===== src/rtl/block_partition_owner_map_3d_top_defines.svh =====
// Assertion macros for the block partition owner map.
// Included by the top level; depends on nothing else.
`ifndef BLOCK_PARTITION_OWNER_MAP_3D_TOP_DEFINES_SVH
`define BLOCK_PARTITION_OWNER_MAP_3D_TOP_DEFINES_SVH

// Same-cycle implication, disabled during reset
`define BPOM3D_ASSERT_IMP(label, clk, rst, ante, cons, msg) \
   label: assert property (@(posedge clk) disable iff (rst) (ante) |-> (cons)) else $error(msg);

// Next-cycle implication, disabled during reset
`define BPOM3D_ASSERT_NEXT(label, clk, rst, ante, cons, msg) \
   label: assert property (@(posedge clk) disable iff (rst) (ante) |=> (cons)) else $error(msg);

`endif


===== src/rtl/bpom3d_pkg.sv =====
// Shared constants and types for the block partition owner map.
// No dependencies.
package bpom3d_pkg;

   // Default widths of the task and processor dimensions
   localparam int unsigned TASK_DIM_BITS_DEF = 16;
   localparam int unsigned PROC_DIM_BITS_DEF = 10;

   // Fixed width of the linear task index
   localparam int unsigned IDX_W = 48;

   // Register index port width
   localparam int unsigned CSR_ADDR_W = 3;

   // Register indexes
   typedef enum logic [CSR_ADDR_W-1:0] {
      REG_TASK_DIM_X = 3'd0,
      REG_TASK_DIM_Y = 3'd1,
      REG_TASK_DIM_Z = 3'd2,
      REG_PROC_DIM_X = 3'd3,
      REG_PROC_DIM_Y = 3'd4,
      REG_PROC_DIM_Z = 3'd5
   } csr_reg_type;

   // Sequencer states, one-hot
   typedef enum logic [8:0] {
      ST_IDLE   = 9'b000000001,
      ST_DIV_X  = 9'b000000010,
      ST_DIV_Y  = 9'b000000100,
      ST_B_LOAD = 9'b000001000,
      ST_MUL_B  = 9'b000010000,
      ST_DIV_B  = 9'b000100000,
      ST_MUL_T  = 9'b001000000,
      ST_MUL_R  = 9'b010000000,
      ST_DONE   = 9'b100000000
   } state_type;

endpackage


===== src/rtl/block_partition_owner_map_3d_top.sv =====
// Block partition owner map: linear task index to owning processor rank.
// Depends on bpom3d_pkg and block_partition_owner_map_3d_top_defines.svh.
//
// One item is worked at a time, using a shared restoring divider that retires one
// quotient bit per cycle and a shared shift-add multiplier that retires one
// multiplier bit per cycle. The index is divided by the x and y task extents to
// get the task coordinates, and the index is in range when the final quotient is
// below the z extent. Each axis block is ((c+1)*P - 1) / N, and the rank is
// px*(py*bz + by) + bx. When a task extent is zero the sequencer goes from the
// accept straight to the done state. An index beyond the grid skips the block
// search and the rank multiply. A result waits in an output register, so the next
// item may be accepted while the previous result is still pending.
`include "block_partition_owner_map_3d_top_defines.svh"

module block_partition_owner_map_3d_top #(
   parameter int unsigned TASK_DIM_BITS = bpom3d_pkg::TASK_DIM_BITS_DEF,
   parameter int unsigned PROC_DIM_BITS = bpom3d_pkg::PROC_DIM_BITS_DEF,
   parameter int unsigned CSR_W = (TASK_DIM_BITS > PROC_DIM_BITS + 1) ?
                                  TASK_DIM_BITS : PROC_DIM_BITS + 1
) (
   input  logic                              clock,
   input  logic                              reset,
   // configuration write port
   input  logic                              csr_we,
   input  logic [bpom3d_pkg::CSR_ADDR_W-1:0] csr_addr,
   input  logic [CSR_W-1:0]                  csr_wdata,
   // request channel
   input  logic                              req_valid,
   output logic                              req_ready,
   input  logic [bpom3d_pkg::IDX_W-1:0]      req_task_index,
   // response channel
   output logic                              rsp_valid,
   input  logic                              rsp_ready,
   output logic [3*PROC_DIM_BITS-1:0]        rsp_owner_rank,
   output logic [PROC_DIM_BITS-1:0]          rsp_block_x,
   output logic [PROC_DIM_BITS-1:0]          rsp_block_y,
   output logic [PROC_DIM_BITS-1:0]          rsp_block_z,
   output logic                              rsp_index_in_range
);
   import bpom3d_pkg::*;

   localparam int unsigned T      = TASK_DIM_BITS;
   localparam int unsigned P      = PROC_DIM_BITS;
   localparam int unsigned DIVB_W = T + P + 1;
   localparam int unsigned MUL_W  = (DIVB_W > 3 * P) ? DIVB_W : 3 * P;
   localparam int unsigned DCNT_W = $clog2(IDX_W + 1);
   localparam int unsigned MCNT_W = $clog2(P + 2);

   // Clamp a processor extent to the range 1 .. 2**P
   function automatic logic [P:0] proc_eff(input logic [P:0] v);
      logic [P:0] r;
      r = v;
      if (v == '0) begin
         r = {{P{1'b0}}, 1'b1};
      end else if (v[P] && (v[P-1:0] != '0)) begin
         r = {1'b1, {P{1'b0}}};
      end
      return r;
   endfunction

   // Configuration registers
   logic [T-1:0] tdim_x_ff, tdim_x_in, tdim_y_ff, tdim_y_in, tdim_z_ff, tdim_z_in;
   logic [P:0]   pdim_x_ff, pdim_x_in, pdim_y_ff, pdim_y_in, pdim_z_ff, pdim_z_in;

   // Sequencer
   state_type    state_ff, state_in;
   logic [1:0]   ax_ff, ax_in;
   logic         in_range_ff, in_range_in;

   // Divider datapath
   logic [IDX_W-1:0]  div_num_ff, div_num_in;
   logic [T-1:0]      div_rem_ff, div_rem_in;
   logic [T-1:0]      div_den_ff, div_den_in;
   logic [DCNT_W-1:0] div_cnt_ff, div_cnt_in;

   // Multiplier datapath
   logic [MUL_W-1:0]  mul_acc_ff, mul_acc_in;
   logic [MUL_W-1:0]  mul_mcand_ff, mul_mcand_in;
   logic [P:0]        mul_mplier_ff, mul_mplier_in;
   logic [MCNT_W-1:0] mul_cnt_ff, mul_cnt_in;

   // Task coordinates and block coordinates
   logic [T-1:0] coord_x_ff, coord_x_in, coord_y_ff, coord_y_in, coord_z_ff, coord_z_in;
   logic [P-1:0] blk_x_ff, blk_x_in, blk_y_ff, blk_y_in, blk_z_ff, blk_z_in;

   // Output register
   logic               rsp_valid_ff, rsp_valid_in;
   logic [3*P-1:0]     rsp_rank_ff, rsp_rank_in;
   logic [P-1:0]       rsp_bx_ff, rsp_bx_in, rsp_by_ff, rsp_by_in, rsp_bz_ff, rsp_bz_in;
   logic               rsp_in_range_ff, rsp_in_range_in;

   // Step logic
   logic [P:0]       pe_x, pe_y, pe_z;
   logic [T:0]       div_shift, div_diff;
   logic             div_ge;
   logic [T-1:0]     div_rem_step;
   logic [IDX_W-1:0] div_num_step;
   logic [MUL_W-1:0] mul_acc_step;
   logic [T-1:0]     sel_coord, sel_tdim;
   logic [P:0]       sel_pe;
   logic             dims_zero;
   logic             out_free;

   assign pe_x = proc_eff(pdim_x_ff);
   assign pe_y = proc_eff(pdim_y_ff);
   assign pe_z = proc_eff(pdim_z_ff);

   // One restoring division step: one quotient bit per cycle
   assign div_shift    = {div_rem_ff, div_num_ff[IDX_W-1]};
   assign div_ge       = div_shift >= {1'b0, div_den_ff};
   assign div_diff     = div_shift - {1'b0, div_den_ff};
   assign div_rem_step = div_ge ? div_diff[T-1:0] : div_shift[T-1:0];
   assign div_num_step = {div_num_ff[IDX_W-2:0], div_ge};

   // One shift-add multiply step: one multiplier bit per cycle
   assign mul_acc_step = mul_mplier_ff[0] ? (mul_acc_ff + mul_mcand_ff) : mul_acc_ff;

   assign dims_zero = (tdim_x_ff == '0) || (tdim_y_ff == '0) || (tdim_z_ff == '0);
   assign out_free  = !rsp_valid_ff || rsp_ready;

   // Pick the operands of the axis being mapped
   always_comb begin
      case (ax_ff)
         2'd0: begin
            sel_coord = coord_x_ff;
            sel_tdim  = tdim_x_ff;
            sel_pe    = pe_x;
         end
         2'd1: begin
            sel_coord = coord_y_ff;
            sel_tdim  = tdim_y_ff;
            sel_pe    = pe_y;
         end
         default: begin
            sel_coord = coord_z_ff;
            sel_tdim  = tdim_z_ff;
            sel_pe    = pe_z;
         end
      endcase
   end

   // Configuration writes
   always_comb begin
      tdim_x_in = tdim_x_ff;
      tdim_y_in = tdim_y_ff;
      tdim_z_in = tdim_z_ff;
      pdim_x_in = pdim_x_ff;
      pdim_y_in = pdim_y_ff;
      pdim_z_in = pdim_z_ff;
      if (csr_we) begin
         unique case (csr_addr)
            REG_TASK_DIM_X: tdim_x_in = csr_wdata[T-1:0];
            REG_TASK_DIM_Y: tdim_y_in = csr_wdata[T-1:0];
            REG_TASK_DIM_Z: tdim_z_in = csr_wdata[T-1:0];
            REG_PROC_DIM_X: pdim_x_in = csr_wdata[P:0];
            REG_PROC_DIM_Y: pdim_y_in = csr_wdata[P:0];
            REG_PROC_DIM_Z: pdim_z_in = csr_wdata[P:0];
            default: ;
         endcase
      end
   end

   // Sequencer and datapath
   always_comb begin
      state_in        = state_ff;
      ax_in           = ax_ff;
      in_range_in     = in_range_ff;
      div_num_in      = div_num_ff;
      div_rem_in      = div_rem_ff;
      div_den_in      = div_den_ff;
      div_cnt_in      = div_cnt_ff;
      mul_acc_in      = mul_acc_ff;
      mul_mcand_in    = mul_mcand_ff;
      mul_mplier_in   = mul_mplier_ff;
      mul_cnt_in      = mul_cnt_ff;
      coord_x_in      = coord_x_ff;
      coord_y_in      = coord_y_ff;
      coord_z_in      = coord_z_ff;
      blk_x_in        = blk_x_ff;
      blk_y_in        = blk_y_ff;
      blk_z_in        = blk_z_ff;
      rsp_valid_in    = rsp_valid_ff && !rsp_ready;
      rsp_rank_in     = rsp_rank_ff;
      rsp_bx_in       = rsp_bx_ff;
      rsp_by_in       = rsp_by_ff;
      rsp_bz_in       = rsp_bz_ff;
      rsp_in_range_in = rsp_in_range_ff;

      unique case (state_ff)
         ST_IDLE: begin
            // Take a transfer and start dividing by the x extent, or go to done if a task extent is zero
            if (req_valid) begin
               div_num_in  = req_task_index;
               div_rem_in  = '0;
               div_den_in  = tdim_x_ff;
               div_cnt_in  = DCNT_W'(IDX_W);
               in_range_in = 1'b0;
               state_in    = dims_zero ? ST_DONE : ST_DIV_X;
            end
         end
         ST_DIV_X: begin
            if (div_cnt_ff != '0) begin
               div_num_in = div_num_step;
               div_rem_in = div_rem_step;
               div_cnt_in = div_cnt_ff - DCNT_W'(1);
            end else begin
               // Remainder is x; divide the quotient by the y extent
               coord_x_in = div_rem_ff;
               div_rem_in = '0;
               div_den_in = tdim_y_ff;
               div_cnt_in = DCNT_W'(IDX_W);
               state_in   = ST_DIV_Y;
            end
         end
         ST_DIV_Y: begin
            if (div_cnt_ff != '0) begin
               div_num_in = div_num_step;
               div_rem_in = div_rem_step;
               div_cnt_in = div_cnt_ff - DCNT_W'(1);
            end else begin
               // Remainder is y, quotient is z; in range when z is below its extent
               coord_y_in  = div_rem_ff;
               coord_z_in  = div_num_ff[T-1:0];
               in_range_in = div_num_ff < {{(IDX_W-T){1'b0}}, tdim_z_ff};
               ax_in       = 2'd0;
               state_in    = (div_num_ff < {{(IDX_W-T){1'b0}}, tdim_z_ff}) ?
                             ST_B_LOAD : ST_DONE;
            end
         end
         ST_B_LOAD: begin
            // Form (c+1)*P - 1 for the current axis
            mul_acc_in    = '1;
            mul_mcand_in  = {{(MUL_W-T){1'b0}}, sel_coord} + {{(MUL_W-1){1'b0}}, 1'b1};
            mul_mplier_in = sel_pe;
            mul_cnt_in    = MCNT_W'(P + 1);
            state_in      = ST_MUL_B;
         end
         ST_MUL_B: begin
            if (mul_cnt_ff != '0) begin
               mul_acc_in    = mul_acc_step;
               mul_mcand_in  = {mul_mcand_ff[MUL_W-2:0], 1'b0};
               mul_mplier_in = {1'b0, mul_mplier_ff[P:1]};
               mul_cnt_in    = mul_cnt_ff - MCNT_W'(1);
            end else begin
               // Align the product to the top of the dividend and divide by N
               div_num_in = {mul_acc_ff[DIVB_W-1:0], {(IDX_W-DIVB_W){1'b0}}};
               div_rem_in = '0;
               div_den_in = sel_tdim;
               div_cnt_in = DCNT_W'(DIVB_W);
               state_in   = ST_DIV_B;
            end
         end
         ST_DIV_B: begin
            if (div_cnt_ff != '0) begin
               div_num_in = div_num_step;
               div_rem_in = div_rem_step;
               div_cnt_in = div_cnt_ff - DCNT_W'(1);
            end else begin
               case (ax_ff)
                  2'd0:    blk_x_in = div_num_ff[P-1:0];
                  2'd1:    blk_y_in = div_num_ff[P-1:0];
                  default: blk_z_in = div_num_ff[P-1:0];
               endcase
               if (ax_ff == 2'd2) begin
                  // Start py*bz + by
                  mul_acc_in    = {{(MUL_W-P){1'b0}}, blk_y_ff};
                  mul_mcand_in  = {{(MUL_W-P){1'b0}}, div_num_ff[P-1:0]};
                  mul_mplier_in = pe_y;
                  mul_cnt_in    = MCNT_W'(P + 1);
                  state_in      = ST_MUL_T;
               end else begin
                  ax_in    = ax_ff + 2'd1;
                  state_in = ST_B_LOAD;
               end
            end
         end
         ST_MUL_T: begin
            if (mul_cnt_ff != '0) begin
               mul_acc_in    = mul_acc_step;
               mul_mcand_in  = {mul_mcand_ff[MUL_W-2:0], 1'b0};
               mul_mplier_in = {1'b0, mul_mplier_ff[P:1]};
               mul_cnt_in    = mul_cnt_ff - MCNT_W'(1);
            end else begin
               // Start px*(py*bz + by) + bx
               mul_acc_in    = {{(MUL_W-P){1'b0}}, blk_x_ff};
               mul_mcand_in  = mul_acc_ff;
               mul_mplier_in = pe_x;
               mul_cnt_in    = MCNT_W'(P + 1);
               state_in      = ST_MUL_R;
            end
         end
         ST_MUL_R: begin
            if (mul_cnt_ff != '0) begin
               mul_acc_in    = mul_acc_step;
               mul_mcand_in  = {mul_mcand_ff[MUL_W-2:0], 1'b0};
               mul_mplier_in = {1'b0, mul_mplier_ff[P:1]};
               mul_cnt_in    = mul_cnt_ff - MCNT_W'(1);
            end else begin
               state_in = ST_DONE;
            end
         end
         ST_DONE: begin
            // Hold until the output register is free, then load it
            if (out_free) begin
               rsp_valid_in    = 1'b1;
               rsp_in_range_in = in_range_ff;
               rsp_rank_in     = in_range_ff ? mul_acc_ff[3*P-1:0] : '0;
               rsp_bx_in       = in_range_ff ? blk_x_ff : '0;
               rsp_by_in       = in_range_ff ? blk_y_ff : '0;
               rsp_bz_in       = in_range_ff ? blk_z_ff : '0;
               state_in        = ST_IDLE;
            end
         end
         default: state_in = ST_IDLE;
      endcase
   end

   // Control registers and configuration
   always_ff @(posedge clock) begin
      if (reset) begin
         state_ff     <= ST_IDLE;
         rsp_valid_ff <= 1'b0;
         tdim_x_ff    <= {{(T-1){1'b0}}, 1'b1};
         tdim_y_ff    <= {{(T-1){1'b0}}, 1'b1};
         tdim_z_ff    <= {{(T-1){1'b0}}, 1'b1};
         pdim_x_ff    <= {{P{1'b0}}, 1'b1};
         pdim_y_ff    <= {{P{1'b0}}, 1'b1};
         pdim_z_ff    <= {{P{1'b0}}, 1'b1};
      end else begin
         state_ff     <= state_in;
         rsp_valid_ff <= rsp_valid_in;
         tdim_x_ff    <= tdim_x_in;
         tdim_y_ff    <= tdim_y_in;
         tdim_z_ff    <= tdim_z_in;
         pdim_x_ff    <= pdim_x_in;
         pdim_y_ff    <= pdim_y_in;
         pdim_z_ff    <= pdim_z_in;
      end
   end

   // Payload registers
   always_ff @(posedge clock) begin
      ax_ff           <= ax_in;
      in_range_ff     <= in_range_in;
      div_num_ff      <= div_num_in;
      div_rem_ff      <= div_rem_in;
      div_den_ff      <= div_den_in;
      div_cnt_ff      <= div_cnt_in;
      mul_acc_ff      <= mul_acc_in;
      mul_mcand_ff    <= mul_mcand_in;
      mul_mplier_ff   <= mul_mplier_in;
      mul_cnt_ff      <= mul_cnt_in;
      coord_x_ff      <= coord_x_in;
      coord_y_ff      <= coord_y_in;
      coord_z_ff      <= coord_z_in;
      blk_x_ff        <= blk_x_in;
      blk_y_ff        <= blk_y_in;
      blk_z_ff        <= blk_z_in;
      rsp_rank_ff     <= rsp_rank_in;
      rsp_bx_ff       <= rsp_bx_in;
      rsp_by_ff       <= rsp_by_in;
      rsp_bz_ff       <= rsp_bz_in;
      rsp_in_range_ff <= rsp_in_range_in;
   end

   assign req_ready          = (state_ff == ST_IDLE);
   assign rsp_valid          = rsp_valid_ff;
   assign rsp_owner_rank     = rsp_rank_ff;
   assign rsp_block_x        = rsp_bx_ff;
   assign rsp_block_y        = rsp_by_ff;
   assign rsp_block_z        = rsp_bz_ff;
   assign rsp_index_in_range = rsp_in_range_ff;

   // Checks
   `BPOM3D_ASSERT_IMP(a_out_of_range_zero, clock, reset,
      rsp_valid && !rsp_index_in_range,
      (rsp_owner_rank == '0) && (rsp_block_x == '0) && (rsp_block_y == '0) &&
      (rsp_block_z == '0),
      "out-of-range result carries nonzero fields")
   `BPOM3D_ASSERT_NEXT(a_accept_starts, clock, reset,
      req_valid && req_ready, state_ff != ST_IDLE,
      "accepted transfer did not start the sequencer")
   `BPOM3D_ASSERT_NEXT(a_done_loads, clock, reset,
      (state_ff == ST_DONE) && out_free, rsp_valid_ff && (state_ff == ST_IDLE),
      "finished result not loaded into output register")

endmodule

===== config.mk =====
export PLATFORM = sky130hd
export DESIGN_NAME = block_partition_owner_map_3d_top
export DESIGN_NICKNAME = d
export VERILOG_FILES = /design/src/rtl/bpom3d_pkg.sv /design/src/rtl/block_partition_owner_map_3d_top.sv
export VERILOG_INCLUDE_DIRS = /design/src /design/src/rtl
export SDC_FILE = /design/constraint.sdc
export NUM_CORES = 1
export LEC_CHECK = 0
export ABC_AREA = 1
export BUFFER_PORTS_ARGS = -buffer_cell sky130_fd_sc_hd__buf_2
export CORE_MARGIN = 2
export CORE_UTILIZATION = 35
export CTS_CLUSTER_SIZE = 30
export DETAILED_ROUTE_END_ITERATION = 6
export PLACE_DENSITY = 0.56
export SKIP_LAST_GASP = 1
export SYNTH_ARGS = -nofsm -noshare
export SYNTH_HDL_FRONTEND = slang
export SYNTH_SLANG_ARGS = --single-unit

===== constraint.sdc =====
create_clock -name clock -period 15.5 [get_ports clock]
set_clock_uncertainty 0.05 [all_clocks]
set_input_delay 2.325 -clock clock [delete_from_list [all_inputs] [get_ports clock]]
set_output_delay 2.325 -clock clock [all_outputs]
set_load 0.03 [all_outputs]

==> summary.txt <==
Outcome
  – Status: finished clean

Setup path
  – Critical path type: flop to output pin
  – Critical-path cell list: nor2_1 -> nand2_2 -> inv_2 -> nand2_2 -> nor2_4 -> buf_2
  – Buffer and inverter count on the worst path: 2
  – WP data required: 13.13 ns
  – CP max stage delay: 0.32 ns
  – Crit path launch type: flop
  – Critical Path AT: 1.85 ns
  – CP endpoint kind: output pin
  – Crit path max fanout: 7
  – Largest delay share family, worst path: simple AND/OR/NAND/NOR gates
  – Critical Path Slowest Stage Cell: dfxtp_1
  – Most frequent CP cell: nand2_2

CTS
  – Total CTS buffers: 43
  – Htree depth: 2
  – Clock transition at path regs: 0.06 ns
  – Post-CTS setup buffer count: 0
  – CTS tree: done
  – Sink Count: 394
  – Clk root buf: clkbuf_16
  – Max Root-Sink Buffers: 3
  – Clock latency on the worst-skew pair: 0.59 ns
  – CTS Hold Bufs: 0
  – Post-cts resize count: 0

Synthesis
  – Synth Register Bits: 394
  – Netlist cell types: 54
  – Synth cell count leaders: nand2_1 (502), edfxtp_1 (303), inv_1 (301), nor2_1 (192), a21oi_1 (174)
  – Synth Instances: 2269
  – Post-synth EDFFs: 303
  – Synthesized Nets: 2410
  – Asr flop ratio synth: 0%
  – Most common cell in the synthesized netlist: nand2_1
  – Largest area contributor in the netlist: edfxtp_1
  – Yosys top cell area share: 44.85%
  – Mapped Area: 0.02029 sq mm
  – Sequential area share after synthesis: 53.83%
  – Synth Warn #: 0
  – Synth top area cells: edfxtp_1 (45%), nand2_1 (9.3%), dfxtp_1 (9.0%), inv_1 (5.6%), a21oi_1 (4.3%)
  – Avg Cell Area, Syn: 8.941 sq um
  – Primary FF master, synth: edfxtp_1

Final layout
  – Final net count: 2521
  – Share of cells above drive strength 1: 11.15%
  – Filler cell count: 5852
  – Final non-filler cell total: 3178
  – Ant diodes: 0
  – Synth-to-layout area growth: 13.36%

Die
  – Total die area: 0.05991 sq mm
  – Die width: 244.8 um
  – IO Pins: 135
  – Rows: 88
  – Die height: 244.8 um
  – Initial core utilization: 35.30%
  – Core area: 0.05748 sq mm

Global routing
  – Initial antenna violation count: 0
  – Gr ovfl total: 0
  – Largest net degree at the start of global routing: 85
  – Number of global-route vias before repair: 15410
  – Gr usage total: 19.75%
  – First-pass GRT wire length: 90080 um

Placed design
  – # port buffers: 134
  – Placed cells: 3100
  – Final HPWL DP: 43440 um
  – GP Congestion: 0.8871

Timing
  – Worst-Margin Slew: 1.229 ns
  – Final hold slack: 0.4193 ns
  – Relative slew slack: 17.76%
  – Total Neg Setup Slack: 0 ns
  – Crit share post-route: 27.27%
  – Final setup fails: 0
  – Fmax: 0.2366 GHz
  – Final hold vios: 0
  – RSZ-0062 raised after global routing: no
  – Slew Limit Fails: 0
  – Final min period: 4.227 ns

Min path
  – Worst min path class: flop to flop

Route
  – DR pass1 iterations: 5
  – Vias: 16170
  – 1st-iter DRT viols: 1371
  – DR vias/cell: 5.089
  – Routed WL: 59770 um
  – Avg WL per Cell: 18.81 um
  – Post-route ant nets: 0
  – # DRC: 0

Pwr
  – Power per cell area: 162.2 mW/mm^2
  – Leak: 9.455 nW
  – Peak VDD IR: 94.08 uV

Job
  – Max cap viols: 0
[layer usage]
| layer | part of all wire, % | global-route usage (%) | wire, um | vias up |
|---|---|---|---|---|
| met5 | 0 | 0 | 0 | - |
| met2 | 45 | 31.56 | 27020 | 544 |
| met4 | 3.5 | 7.873 | 2111 | 0 |
| met1 | 45 | 26.86 | 26650 | 7599 |
| met3 | 6.7 | 3.051 | 3992 | 102 |
| li1 | - | - | - | 7927 |
[sequential cells by signal (all words and copies together) (netlist names), 16 cells and up]
register,count
rsp_owner_rank,30
mul_mcand_ff,30
mul_acc_ff,30
div_num_ff,48
coord_y_ff,16
div_rem_ff,16
coord_z_ff,16
tdim_y_ff,16
coord_x_ff,16
div_den_ff,16
tdim_x_ff,16
tdim_z_ff,16
[cell type report]
type,instances,area [sq um],area share (%)
clock buffer,60,1186,5.157
clock inverter,18,166.4,0.7235
inverter,314,1181,5.135
multi-input combinational,1480,7820,34.00
sequential,394,10920,47.48
tap,765,957.2,4.162
timing repair buffer,147,768.2,3.340
[worst paths after layout]
path	startpoint	end	slack, ns	depth (start not counted)
setup / recovery	state_ff[4]$_SDFFE_PP0P_	req_ready	11.27	6
hold reg to reg	tdim_y_ff[15]$_SDFFE_PP0P_	tdim_y_ff[15]$_SDFFE_PP0P_	0.42	2
hold / removal	tdim_y_ff[15]$_SDFFE_PP0P_	tdim_y_ff[15]$_SDFFE_PP0P_	0.42	2
setup reg to reg	state_ff[7]$_SDFFE_PP0P_	div_num_ff[0]$_DFFE_PP_	12.10	11
[cells in the final DEF (no fill, tap or decap), types with 8 or more instances in the layout]
| cell type | n |
|---|---|
| clkbuf_16 | 44 |
| o211ai_1 | 13 |
| nand2_1 | 502 |
| xor2_1 | 17 |
| nor2_1 | 189 |
| buf_4 | 13 |
| a22oi_1 | 27 |
| clkbuf_1 | 12 |
| nor3_1 | 20 |
| buf_2 | 134 |
| nand3_1 | 96 |
| edfxtp_1 | 303 |
| xnor2_1 | 17 |
| a22o_1 | 15 |
| dfxtp_1 | 91 |
| inv_2 | 12 |
| inv_1 | 301 |
| o21ai_0 | 169 |
| o21bai_1 | 8 |
| a21oi_1 | 173 |
| ha_1 | 67 |
| o221ai_1 | 32 |
| nand4_1 | 39 |
| nor2_2 | 13 |
[logic make-up after synthesis]
kind of cell    count (synthesis)  share of synthesized area, %
mux                             1                       0.04934
buf+inv                       395                         7.801
xor+xnor                       34                         1.468
simple gates                  900                         18.88
compound gates                476                         13.65
fa+ha+maj                      69                         4.329
flops                         394                         53.83
[through the flow]
| stage | instance area [sq um] | setup slack (ns) | util (%) | power (mW) |
|---|---|---|---|---|
| finish | 23000 | 11.27 | 40.02 | 3.730 |
| global route | 23000 | 11.17 | 40.02 | 3.946 |
| global placement | 21650 | 11.53 | 37.66 | 2.720 |
| CTS | 23000 | 11.24 | 40.02 | 3.750 |
| detailed placement | 21650 | 11.52 | 37.66 | 2.743 |
| floorplan | 20290 | 6.593 | - | 2.386 |
[where the power goes]
| group | switching (mW) | internal, mW |
|---|---|---|
| clock network | 0.430 | 0.570 |
| registers | 0.163 | 1.44 |
| logic | 0.777 | 0.346 |
[worst reg2reg max path: stages, from the launching register on]
cell and delay (ns):
dfxtp_1 0.41, nor2_2 0.07, nand3_1 0.12, inv_2 0.06, nand2_4 0.25, inv_2 0.32, nor2_4 0.21, inv_4 0.06
nor2_8 0.35, inv_2 0.39, a21oi_4 0.21, buf_4 0.53
(Power assumes the default switching activity.)
